==> src/rtl/uer_pkg.sv <==
package uer_pkg;

  localparam int unsigned TIME_W     = 32;
  localparam int unsigned TRIG_W     = 10;
  localparam int unsigned GAP_W      = 20;
  localparam int unsigned CFG_DATA_W = 20;
  localparam int unsigned CFG_IDX_W  = 2;
  localparam int unsigned DIST_W     = 16;

  // distance = floor((w*343 + 1000) / 2000) = floor(floor(p/16) / 125)
  localparam int unsigned MM_PRE_SHIFT = 4;
  localparam int unsigned MM_QUOT_W    = TIME_W - MM_PRE_SHIFT;
  localparam int unsigned MM_RECIP_W   = 29;
  localparam int unsigned MM_RECIP_SH  = 35;
  localparam int unsigned MM_PROD_W    = MM_QUOT_W + MM_RECIP_W;

  localparam logic [TIME_W-1:0]     MM_SPEED = 32'd343;
  localparam logic [TIME_W-1:0]     MM_ROUND = 32'd1000;
  // ceil(2^35 / 125), exact for any 28-bit dividend
  localparam logic [MM_RECIP_W-1:0] MM_RECIP = 29'd274877907;
  localparam logic [DIST_W-1:0]     DIST_MAX = 16'hFFFF;

  localparam logic [TRIG_W-1:0] TRIG_PULSE_RST   = 10'd10;
  localparam logic [GAP_W-1:0]  ECHO_TIMEOUT_RST = 20'd30000;
  localparam logic [GAP_W-1:0]  QUIET_GAP_RST    = 20'd60000;

  typedef enum logic [1:0] {
    OP_START = 2'd0,
    OP_EDGE  = 2'd1,
    OP_POLL  = 2'd2
  } opcode_t;

  typedef enum logic [2:0] {
    PH_IDLE  = 3'd0,
    PH_TRIG  = 3'd1,
    PH_RISE  = 3'd2,
    PH_FALL  = 3'd3,
    PH_QUIET = 3'd4
  } phase_t;

  typedef enum logic [1:0] {
    ST_OK      = 2'd0,
    ST_STALE   = 2'd1,
    ST_TIMEOUT = 2'd2
  } status_t;

  typedef enum logic [CFG_IDX_W-1:0] {
    CFG_TRIG_PULSE   = 2'd0,
    CFG_ECHO_TIMEOUT = 2'd1,
    CFG_QUIET_GAP    = 2'd2
  } cfg_idx_t;

  typedef struct packed {
    logic [TRIG_W-1:0] trigger_pulse_us;
    logic [GAP_W-1:0]  echo_timeout_us;
    logic [GAP_W-1:0]  quiet_gap_us;
  } cfg_t;

  typedef struct packed {
    logic [1:0]        opcode;
    logic              echo_level;
    logic [TIME_W-1:0] time_us;
  } in_item_t;

  typedef struct packed {
    status_t           status;
    phase_t            phase;
    logic              trigger_drive;
    logic [TIME_W-1:0] echo_width_us;
    logic              reading_valid;
    logic [TIME_W-1:0] timeout_total;
    logic              dist_upd;
  } fsm_res_t;

endpackage

==> src/rtl/uer_fsm.sv <==
module uer_fsm (
  input  logic              clk,
  input  logic              rst_n,
  input  uer_pkg::cfg_t     cfg,
  input  uer_pkg::in_item_t item,
  input  logic              step,
  output uer_pkg::fsm_res_t res
);

  uer_pkg::phase_t               phase_r, phase_nxt;
  logic [uer_pkg::TIME_W-1:0]    phase_start_r, phase_start_nxt;
  logic [uer_pkg::TIME_W-1:0]    rise_time_r, rise_time_nxt;
  logic [uer_pkg::TIME_W-1:0]    echo_width_r, echo_width_nxt;
  logic                          valid_r, valid_nxt;
  logic [uer_pkg::TIME_W-1:0]    tmo_cnt_r, tmo_cnt_nxt;

  logic [uer_pkg::TIME_W-1:0]    elapsed;
  logic go_trig, go_fall, go_meas, go_rise, go_tmo, go_idle;

  always_comb begin
    elapsed = item.time_us - phase_start_r;
    go_trig = 1'b0;
    go_fall = 1'b0;
    go_meas = 1'b0;
    go_rise = 1'b0;
    go_tmo  = 1'b0;
    go_idle = 1'b0;
    case (item.opcode)
      uer_pkg::OP_START: begin
        go_trig = (phase_r == uer_pkg::PH_IDLE);
      end
      uer_pkg::OP_EDGE: begin
        go_fall = (phase_r == uer_pkg::PH_RISE) && item.echo_level;
        go_meas = (phase_r == uer_pkg::PH_FALL) && !item.echo_level;
      end
      uer_pkg::OP_POLL: begin
        go_rise = (phase_r == uer_pkg::PH_TRIG) &&
                  (elapsed >= uer_pkg::TIME_W'(cfg.trigger_pulse_us));
        go_tmo  = ((phase_r == uer_pkg::PH_RISE) || (phase_r == uer_pkg::PH_FALL)) &&
                  (elapsed >= uer_pkg::TIME_W'(cfg.echo_timeout_us));
        go_idle = (phase_r == uer_pkg::PH_QUIET) &&
                  (elapsed >= uer_pkg::TIME_W'(cfg.quiet_gap_us));
      end
      default: begin
      end
    endcase
  end

  // next state
  always_comb begin
    phase_nxt       = phase_r;
    phase_start_nxt = phase_start_r;
    rise_time_nxt   = rise_time_r;
    echo_width_nxt  = echo_width_r;
    valid_nxt       = valid_r;
    tmo_cnt_nxt     = tmo_cnt_r;
    if (go_trig) begin
      phase_nxt       = uer_pkg::PH_TRIG;
      phase_start_nxt = item.time_us;
      valid_nxt       = 1'b0;
      echo_width_nxt  = '0;
    end else if (go_fall) begin
      phase_nxt       = uer_pkg::PH_FALL;
      phase_start_nxt = item.time_us;
      rise_time_nxt   = item.time_us;
    end else if (go_meas) begin
      phase_nxt       = uer_pkg::PH_QUIET;
      phase_start_nxt = item.time_us;
      echo_width_nxt  = item.time_us - rise_time_r;
      valid_nxt       = 1'b1;
    end else if (go_rise) begin
      phase_nxt       = uer_pkg::PH_RISE;
      phase_start_nxt = item.time_us;
    end else if (go_tmo) begin
      phase_nxt       = uer_pkg::PH_QUIET;
      phase_start_nxt = item.time_us;
      valid_nxt       = 1'b0;
      echo_width_nxt  = '0;
      tmo_cnt_nxt     = tmo_cnt_r + 1'b1;
    end else if (go_idle) begin
      // start time deliberately kept
      phase_nxt = uer_pkg::PH_IDLE;
    end
  end

  // result of the item, taken after the update
  always_comb begin
    res.status = uer_pkg::ST_STALE;
    if (go_tmo) begin
      res.status = uer_pkg::ST_TIMEOUT;
    end else if (go_trig || go_fall || go_meas || go_rise || go_idle) begin
      res.status = uer_pkg::ST_OK;
    end
    res.phase         = phase_nxt;
    res.trigger_drive = (phase_nxt == uer_pkg::PH_TRIG);
    res.echo_width_us = echo_width_nxt;
    res.reading_valid = valid_nxt;
    res.timeout_total = tmo_cnt_nxt;
    res.dist_upd      = go_meas;
  end

  always_ff @(posedge clk) begin
    if (!rst_n) begin
      phase_r       <= uer_pkg::PH_IDLE;
      phase_start_r <= '0;
      rise_time_r   <= '0;
      echo_width_r  <= '0;
      valid_r       <= 1'b0;
      tmo_cnt_r     <= '0;
    end else if (step) begin
      phase_r       <= phase_nxt;
      phase_start_r <= phase_start_nxt;
      rise_time_r   <= rise_time_nxt;
      echo_width_r  <= echo_width_nxt;
      valid_r       <= valid_nxt;
      tmo_cnt_r     <= tmo_cnt_nxt;
    end
  end

endmodule

==> config.mk <==
export PLATFORM = sky130hd
export DESIGN_NAME = uer_fsm
export DESIGN_NICKNAME = d
export VERILOG_FILES = /design/src/rtl/uer_pkg.sv /design/src/rtl/uer_fsm.sv
export SDC_FILE = /design/constraint.sdc
export NUM_CORES = 1
export LEC_CHECK = 0
export BUFFER_PORTS_ARGS = -buffer_cell sky130_fd_sc_hd__buf_2
export CORE_UTILIZATION = 45
export CTS_BUF_LIST = sky130_fd_sc_hd__clkbuf_16
export DETAILED_ROUTE_END_ITERATION = 8
export GPL_ROUTABILITY_DRIVEN = 1
export PLACE_DENSITY = 0.65
export SYNTH_ARGS = -nofsm -noshare
export SYNTH_HDL_FRONTEND = slang
export SYNTH_SLANG_ARGS = --single-unit
==> constraint.sdc <==
create_clock -name clk -period 9 [get_ports clk]
set_clock_uncertainty 0.15 [all_clocks]
set_input_delay 1.8 -clock clk [delete_from_list [all_inputs] [get_ports clk]]
set_output_delay 1.8 -clock clk [all_outputs]
set_load 0.02 [all_outputs]
==> impl_results.md, run 1 <==
* Status: finished clean
* DR WL/cell at ~16 um
* Core outline area at around 24000 um2
* Final nets at 1776
* Period minus WS final at 8527 ps
* Synth async-reset ratio at 0%
* Sink Count at 132
* Placer congestion estimate at 0.9246
* Clk buf depth at 2
* Period utilization at a little over nine tenths
* Max-slew violations at 0
* # IOs at 160
* CTS HTree Levels at 4
* YS warnings at 0
* Bufs and invs on worst path at 4
* Post-route cell area at ~13000 um2
* Max Fanout on Critical Path at 5
* Final setup vio count at 0
* Clk Latency, worst-skew pair at 420 ps
* Resize count post-CTS at 0
* Cell Pwr Density at 138.7 nW/um2
* Post-synth top area cell: dfxtp_1
* Synth area leaders: dfxtp_1 24%, ha_1 13%, nand2_1 7.0%
* Distinct cells, synth at 74
* TritonCTS Buffers at 17
* Initial antenna violation count at 2
* RSZ-0062 raised after global routing: no
* Die W at 159.1 um
* Layout cells sized above 1 at ~15%
* Post-DRT Antenna Nets at 0
* Synthesized cell area at roughly 11000 um2
* Reg clk slew, reported paths at 50 ps
* Rel. slew slack at between 30% and 40%
* Post-Syn Instances at roughly 1500
* Number of global-route vias before repair at roughly 10000
* Peak Freq at 0.1173 GHz
* Mean Syn Cell Area at 7.605 um2
* Worst-margin pin slew at between 900 and 1000 ps
* Final Total Pwr at 0.001767 W
* Peak VDD IR at between 90 and 100 uV
* Flop-to-flop setup slack at approximately 3700 ps
* Die ar. at 25320 um2
* Post-synth EDFFs at 0
* Hold slack at 303.6 ps
* Gr usage total at 24.68%
* Clock Tree Root: clkbuf_16
* Via-to-Cell Ratio at about 5.7
* Pleak at 5.414 nW
* CP endpoint kind: primary output
* Layout area overhead at 14.72%
* Hold Vio Cnt, Final at 0
* DR iter-0 viols at 760
* Initial Utilization at 45.82%
* # rows at 57
* Hold/Removal Path Class: reg -> reg
* Largest net degree at the start of global routing at 95
* Final setup TNS at 0 ps
* First-pass GRT wire length at 51.10 mm
* Die height at 159.1 um
* Routed wire length at 31.16 mm
* Arrival @ worst endpoint at 6580 ps
* Startpoint types: primary input
* Via count at ~11000
* CP top delay family: compound AO/OA/AOI/OAI gates
* Port Buffer Count at ~160
* Synth Flop Type: dfxtp_1
* CTS hold repair buffers at 0
* Max Cap Viol at 0
* Placed Area at 12110 um2
* Hpwl dp at 23.73 mm
* Worst Path Required at between 7000 and 8000 ps
* CTS tree: yes
* Synth Register Bits at around 130
* Total gr overflow at 0
* Syn Nets at 1662
* Seq/Total Area, Yosys at approximately a quarter
* DR pass1 iterations at 5
* CP max stage delay at slightly below 600 ps
* DRC Markers at 0
* Worst path cell trace: buf_2 > inv_1 > ha_1 > inv_1 > fa_1 > a21o_1 > a21oi_1 > xnor2_1 > ha_1 > a21o_1 > a2111oi_0 > o21ai_0 > a31oi_1 > o221ai_1 > or4_1 > or4b_4 > o2111ai_4 > o2111ai_1 > nor3_1 > buf_2
* Slowest library cell on the worst path: or4b_4
* Synth top area share at a little under a quarter
* # Post-CTS Setup Buffers at 0
* Crit Path Class: in -> out
[worst min-delay path, cell delays in order, from the launching register on]
cell and delay (ps):
dfxtp_1 310, nand2_1 50, a21oi_1 50
[registers in the layout (all words and copies together), names as in the netlist]
signal         flops
echo_width_r      32
phase_r            3
phase_start_r     32
rise_time_r       32
tmo_cnt_r         32
valid_r            1
[layer usage]
metal  wire length, um  track usage [%]  up-vias
li1                  -                -     5430
met3              1658            3.907       51
met5                 0                0        -
met1             14600            33.39     5093
met2             13900            39.00      313
met4              1000            10.27        0
[layout by cell type (no fill, tap or decap), drive strengths merged, types with 12 or more instances in the layout]
master | Yosys | layout
xnor2 | 52 | 52
o211ai | 12 | 12
o21ai | 60 | 60
nand2b | 22 | 22
or3 | 14 | 14
nand4 | 29 | 29
a32o | 20 | 20
buf | 17 | 173
and3 | 17 | 17
a31o | 13 | 13
inv | 137 | 137
nor3 | 26 | 26
o21a | 13 | 13
a211oi | 14 | 14
mux2i | 38 | 38
nand3 | 29 | 29
a21oi | 119 | 119
nand2 | 207 | 207
nor2 | 73 | 73
a21o | 48 | 48
a22o | 18 | 18
clkbuf | 61 | 17
dfxtp | 132 | 132
xor2 | 32 | 32
ha | 111 | 111
[logic make-up (layout without fill, tap and decap cells)]
family                     after synthesis  after routing  synth area share, %
AOI/OAI and AO/OA                      412            412                25.88
xor gates and xnor gates                84             84                6.622
adders and majority gates              113            113                12.86
buffers and inverters                  217            343                7.748
DFF                                    132            132                23.78
muxes                                   39             39                3.525
other                                    0              2                    0
and+or+nand+nor                        464            464                19.58
[cell usage after synthesis, drive strengths merged (6+ instances only)]
cell type and instances:
a211o 7, a211oi 14, a21o 48, a21oi 119, a22o 18, a31o 13, a31oi 10, a32o 20
and3 17, and4 6, buf 17, clkbuf 61, dfxtp 132, ha 111, inv 137, mux2i 38
nand2 207, nand2b 22, nand3 29, nand4 29, nor2 73, nor2b 8, nor3 26, nor4 10
o2111ai 6, o211ai 12, o21a 13, o21ai 60, o21bai 10, o311ai 6, o31ai 10, or3 14
or4 7, xnor2 52, xor2 32
[final cells by class]
cell class                 instances  area [um2]
timing repair buffer             173       903.4
sequential                       132        2643
tap                              324       405.4
fill                            2411       11500
antenna                            2       5.005
clock inverter                    14       210.2
inverter                         139       521.8
multi-input combinational       1112        7632
clock buffer                      17       425.4
[report_power, final]
part	switching, W	total, W	internal (W)
Sequential	0.00000417	0.000595	0.000591
Combinational	0.000247	0.000412	0.000165
Clock	0.000272	0.000761	0.000489
[worst paths after layout]
check                                       from                 to  depth (start not counted)
worst max register to register  phase_start_r[0]  phase_start_r[13]                         18
worst min register to register   rise_time_r[13]    rise_time_r[13]                          2
worst max-delay path                     item[0]            res[66]                         20
worst min-delay path             rise_time_r[13]    rise_time_r[13]                          2
[through the flow]
step | std cells | utilization [%] | setup WS [ps]
final | 1913 | 52.56 | 473.0
after global routing | 1912 | 52.55 | 112.1
after CTS | 1911 | 52.54 | 474.8
after detailed placement | 1880 | 49.92 | 511.7
after global placement | 1880 | 49.92 | 590.6
after floorplan | 1461 | - | 804.4
Power figures use the tool's default switching activity.
==> run 2: changes to the inputs <==
==> constraint.sdc (replaced) <==
create_clock -name clk -period 9 [get_ports clk]
set_clock_uncertainty 0.15 [all_clocks]
set_input_delay 1.8 -clock clk [delete_from_list [all_inputs] [get_ports clk]]
set_output_delay 1.8 -clock clk [all_outputs]
set_load 0.005 [all_outputs]
==> run 2 against run 1 <==
Hold slack is essentially flat. Utilization shrank 0.48 points. Critical path type unchanged. Critical path depth grew 3. Register-to-register slack gained 30 ps. Via count is essentially flat. Non-clock buffer count is the same. Total power shrank 7.5%. Count of clock-buffer cells in the layout is the same.
==> impl_results.md, run 2 (synthesis results as in run 1) <==
* Sink Count at roughly 130
* Reg clk slew, reported paths at 60 ps
* Most frequent cells in the layout: 207 x nand2_1, 158 x buf_2, 136 x inv_1
* Number of global-route vias before repair at 9945
* Worst-margin pin slew at 854.4 ps
* Core outline area at 24250 um2
* Clk buf depth at 2
* Period minus WS final at ~8500 ps
* Crit Path Class: in -> out
* Hold/Removal Path Class: reg -> reg
* Via count at roughly 11000
* Arrival @ worst endpoint at 6510 ps
* # rows at 57
* DR WL/cell at approximately 16 um
* Max-slew violations at 0
* Commonest non-fill, non-tap cell in the layout: nand2_1
* # Post-CTS Setup Buffers at 0
* Cell Pwr Density at 129.4 nW/um2
* Fill cells at 2402
* Pleak at around 5.4 nW
* Startpoint types: primary input
* Routed wire length at 30.87 mm
* Total gr overflow at 0
* Peak Freq at around 0.12 GHz
* Largest net degree at the start of global routing at 91
* Via-to-Cell Ratio at 5.700
* Layout area overhead at 13.67%
* CTS tree: yes
* Peak VDD IR at 81.27 uV
* Resize count post-CTS at 0
* Initial Utilization at 45.82%
* Post-route cell area at 12630 um2
* Hold Vio Cnt, Final at 0
* Gr usage total at 24.35%
* Layout cells sized above 1 at 14.44%
* First-pass GRT wire length at just over 50 mm
* TritonCTS Buffers at 17
* CP endpoint kind: primary output
* Die height at around 160 um
* CTS HTree Levels at 4
* Rel. slew slack at between 40% and 50%
* Final setup vio count at 0
* Max Fanout on Critical Path at 24
* DRC Markers at 0
* Status: finished clean
* Worst Path Required at 7050 ps
* Die W at 159.1 um
* CTS hold repair buffers at 0
* Post-DRT Antenna Nets at 0
* Die ar. at 25320 um2
* Clk Latency, worst-skew pair at 420 ps
* Placed Area at 12110 um2
* # IOs at 160
* Period utilization at 94.00%
* DR iter-0 viols at between 700 and 800
* DR pass1 iterations at 7
* Final nets at 1776
* Initial antenna violation count at 1
* RSZ-0062 raised after global routing: no
* Clock Tree Root: clkbuf_16
* Max Cap Viol at 0
* Final setup TNS at 0 ps
* Port Buffer Count at 159
* Hpwl dp at 23.59 mm
* Placer congestion estimate at 0.9318
==> run 2: where the power goes <==
part / switching [W] / internal (W) / total, W
clock network: 0.000261 / 0.000370 / 0.000631
registers: 0.00000415 / 0.000591 / 0.000595
logic: 0.000244 / 0.000164 / 0.000409
==> run 2: through the flow <==
step	total power (W)	util [%]	instances	hold slack, ps	setup slack [ps]
finish	0.001635	52.08	1911	303.3	539.9
global route	0.001720	52.07	1910	318.9	125.4
CTS	0.001643	52.07	1910	304.8	543.8
detailed placement	0.001013	49.92	1880	296.3	570.3
global placement	0.001008	49.92	1880	291.5	654.1
floorplan	0.0008974	-	1461	284.7	1188
==> run 2: critical path, cell delays in order <==
cell and delay, ps:
buf_2 110, inv_1 70, ha_1 180, inv_1 60, fa_1 420, a211oi_2 230
o21ai_2 120, o41a_1 400, a211o_1 280, a21oi_1 170, xnor2_1 140, ha_1 230
nor4_1 230, o21ai_0 130, a41o_1 210, a31o_2 290, a21o_1 230, o21ai_4 180
inv_2 220, nor3_2 160, buf_4 320, a22o_1 200, buf_2 110
==> run 2: final timing paths <==
check	cells after the start	startpoint	end	slack, ps
min reg2reg	2	rise_time_r[28]	rise_time_r[28]	300
max reg2reg	18	phase_start_r[0]	phase_start_r[2]	3730
min	2	rise_time_r[28]	rise_time_r[28]	300
max	23	item[0]	res[59]	540
==> run 2: per-layer routing <==
metal / track usage, % / wire length (um) / up-vias
met5: 0 / 0 / -
met4: 9.222 / 880 / 0
met3: 3.517 / 1589 / 51
met2: 38.80 / 13850 / 331
met1: 33.21 / 14550 / 5069
li1: - / - / 5442
==> run 2: final cells by class <==
cell class                      instances  area, um2  share of cell area, %
Timing Repair Buffer                  173      903.4                  7.153
Clock inverter                         13      96.34                 0.7628
Multi-Input combinational cell       1112       7632                  60.43
Clock buffer                           17      425.4                  3.368
Sequential cell                       132       2643                  20.92
Tap cell                              324      405.4                  3.210
Antenna cell                            1      2.502                0.01981
Inverter                              139      521.8                  4.131
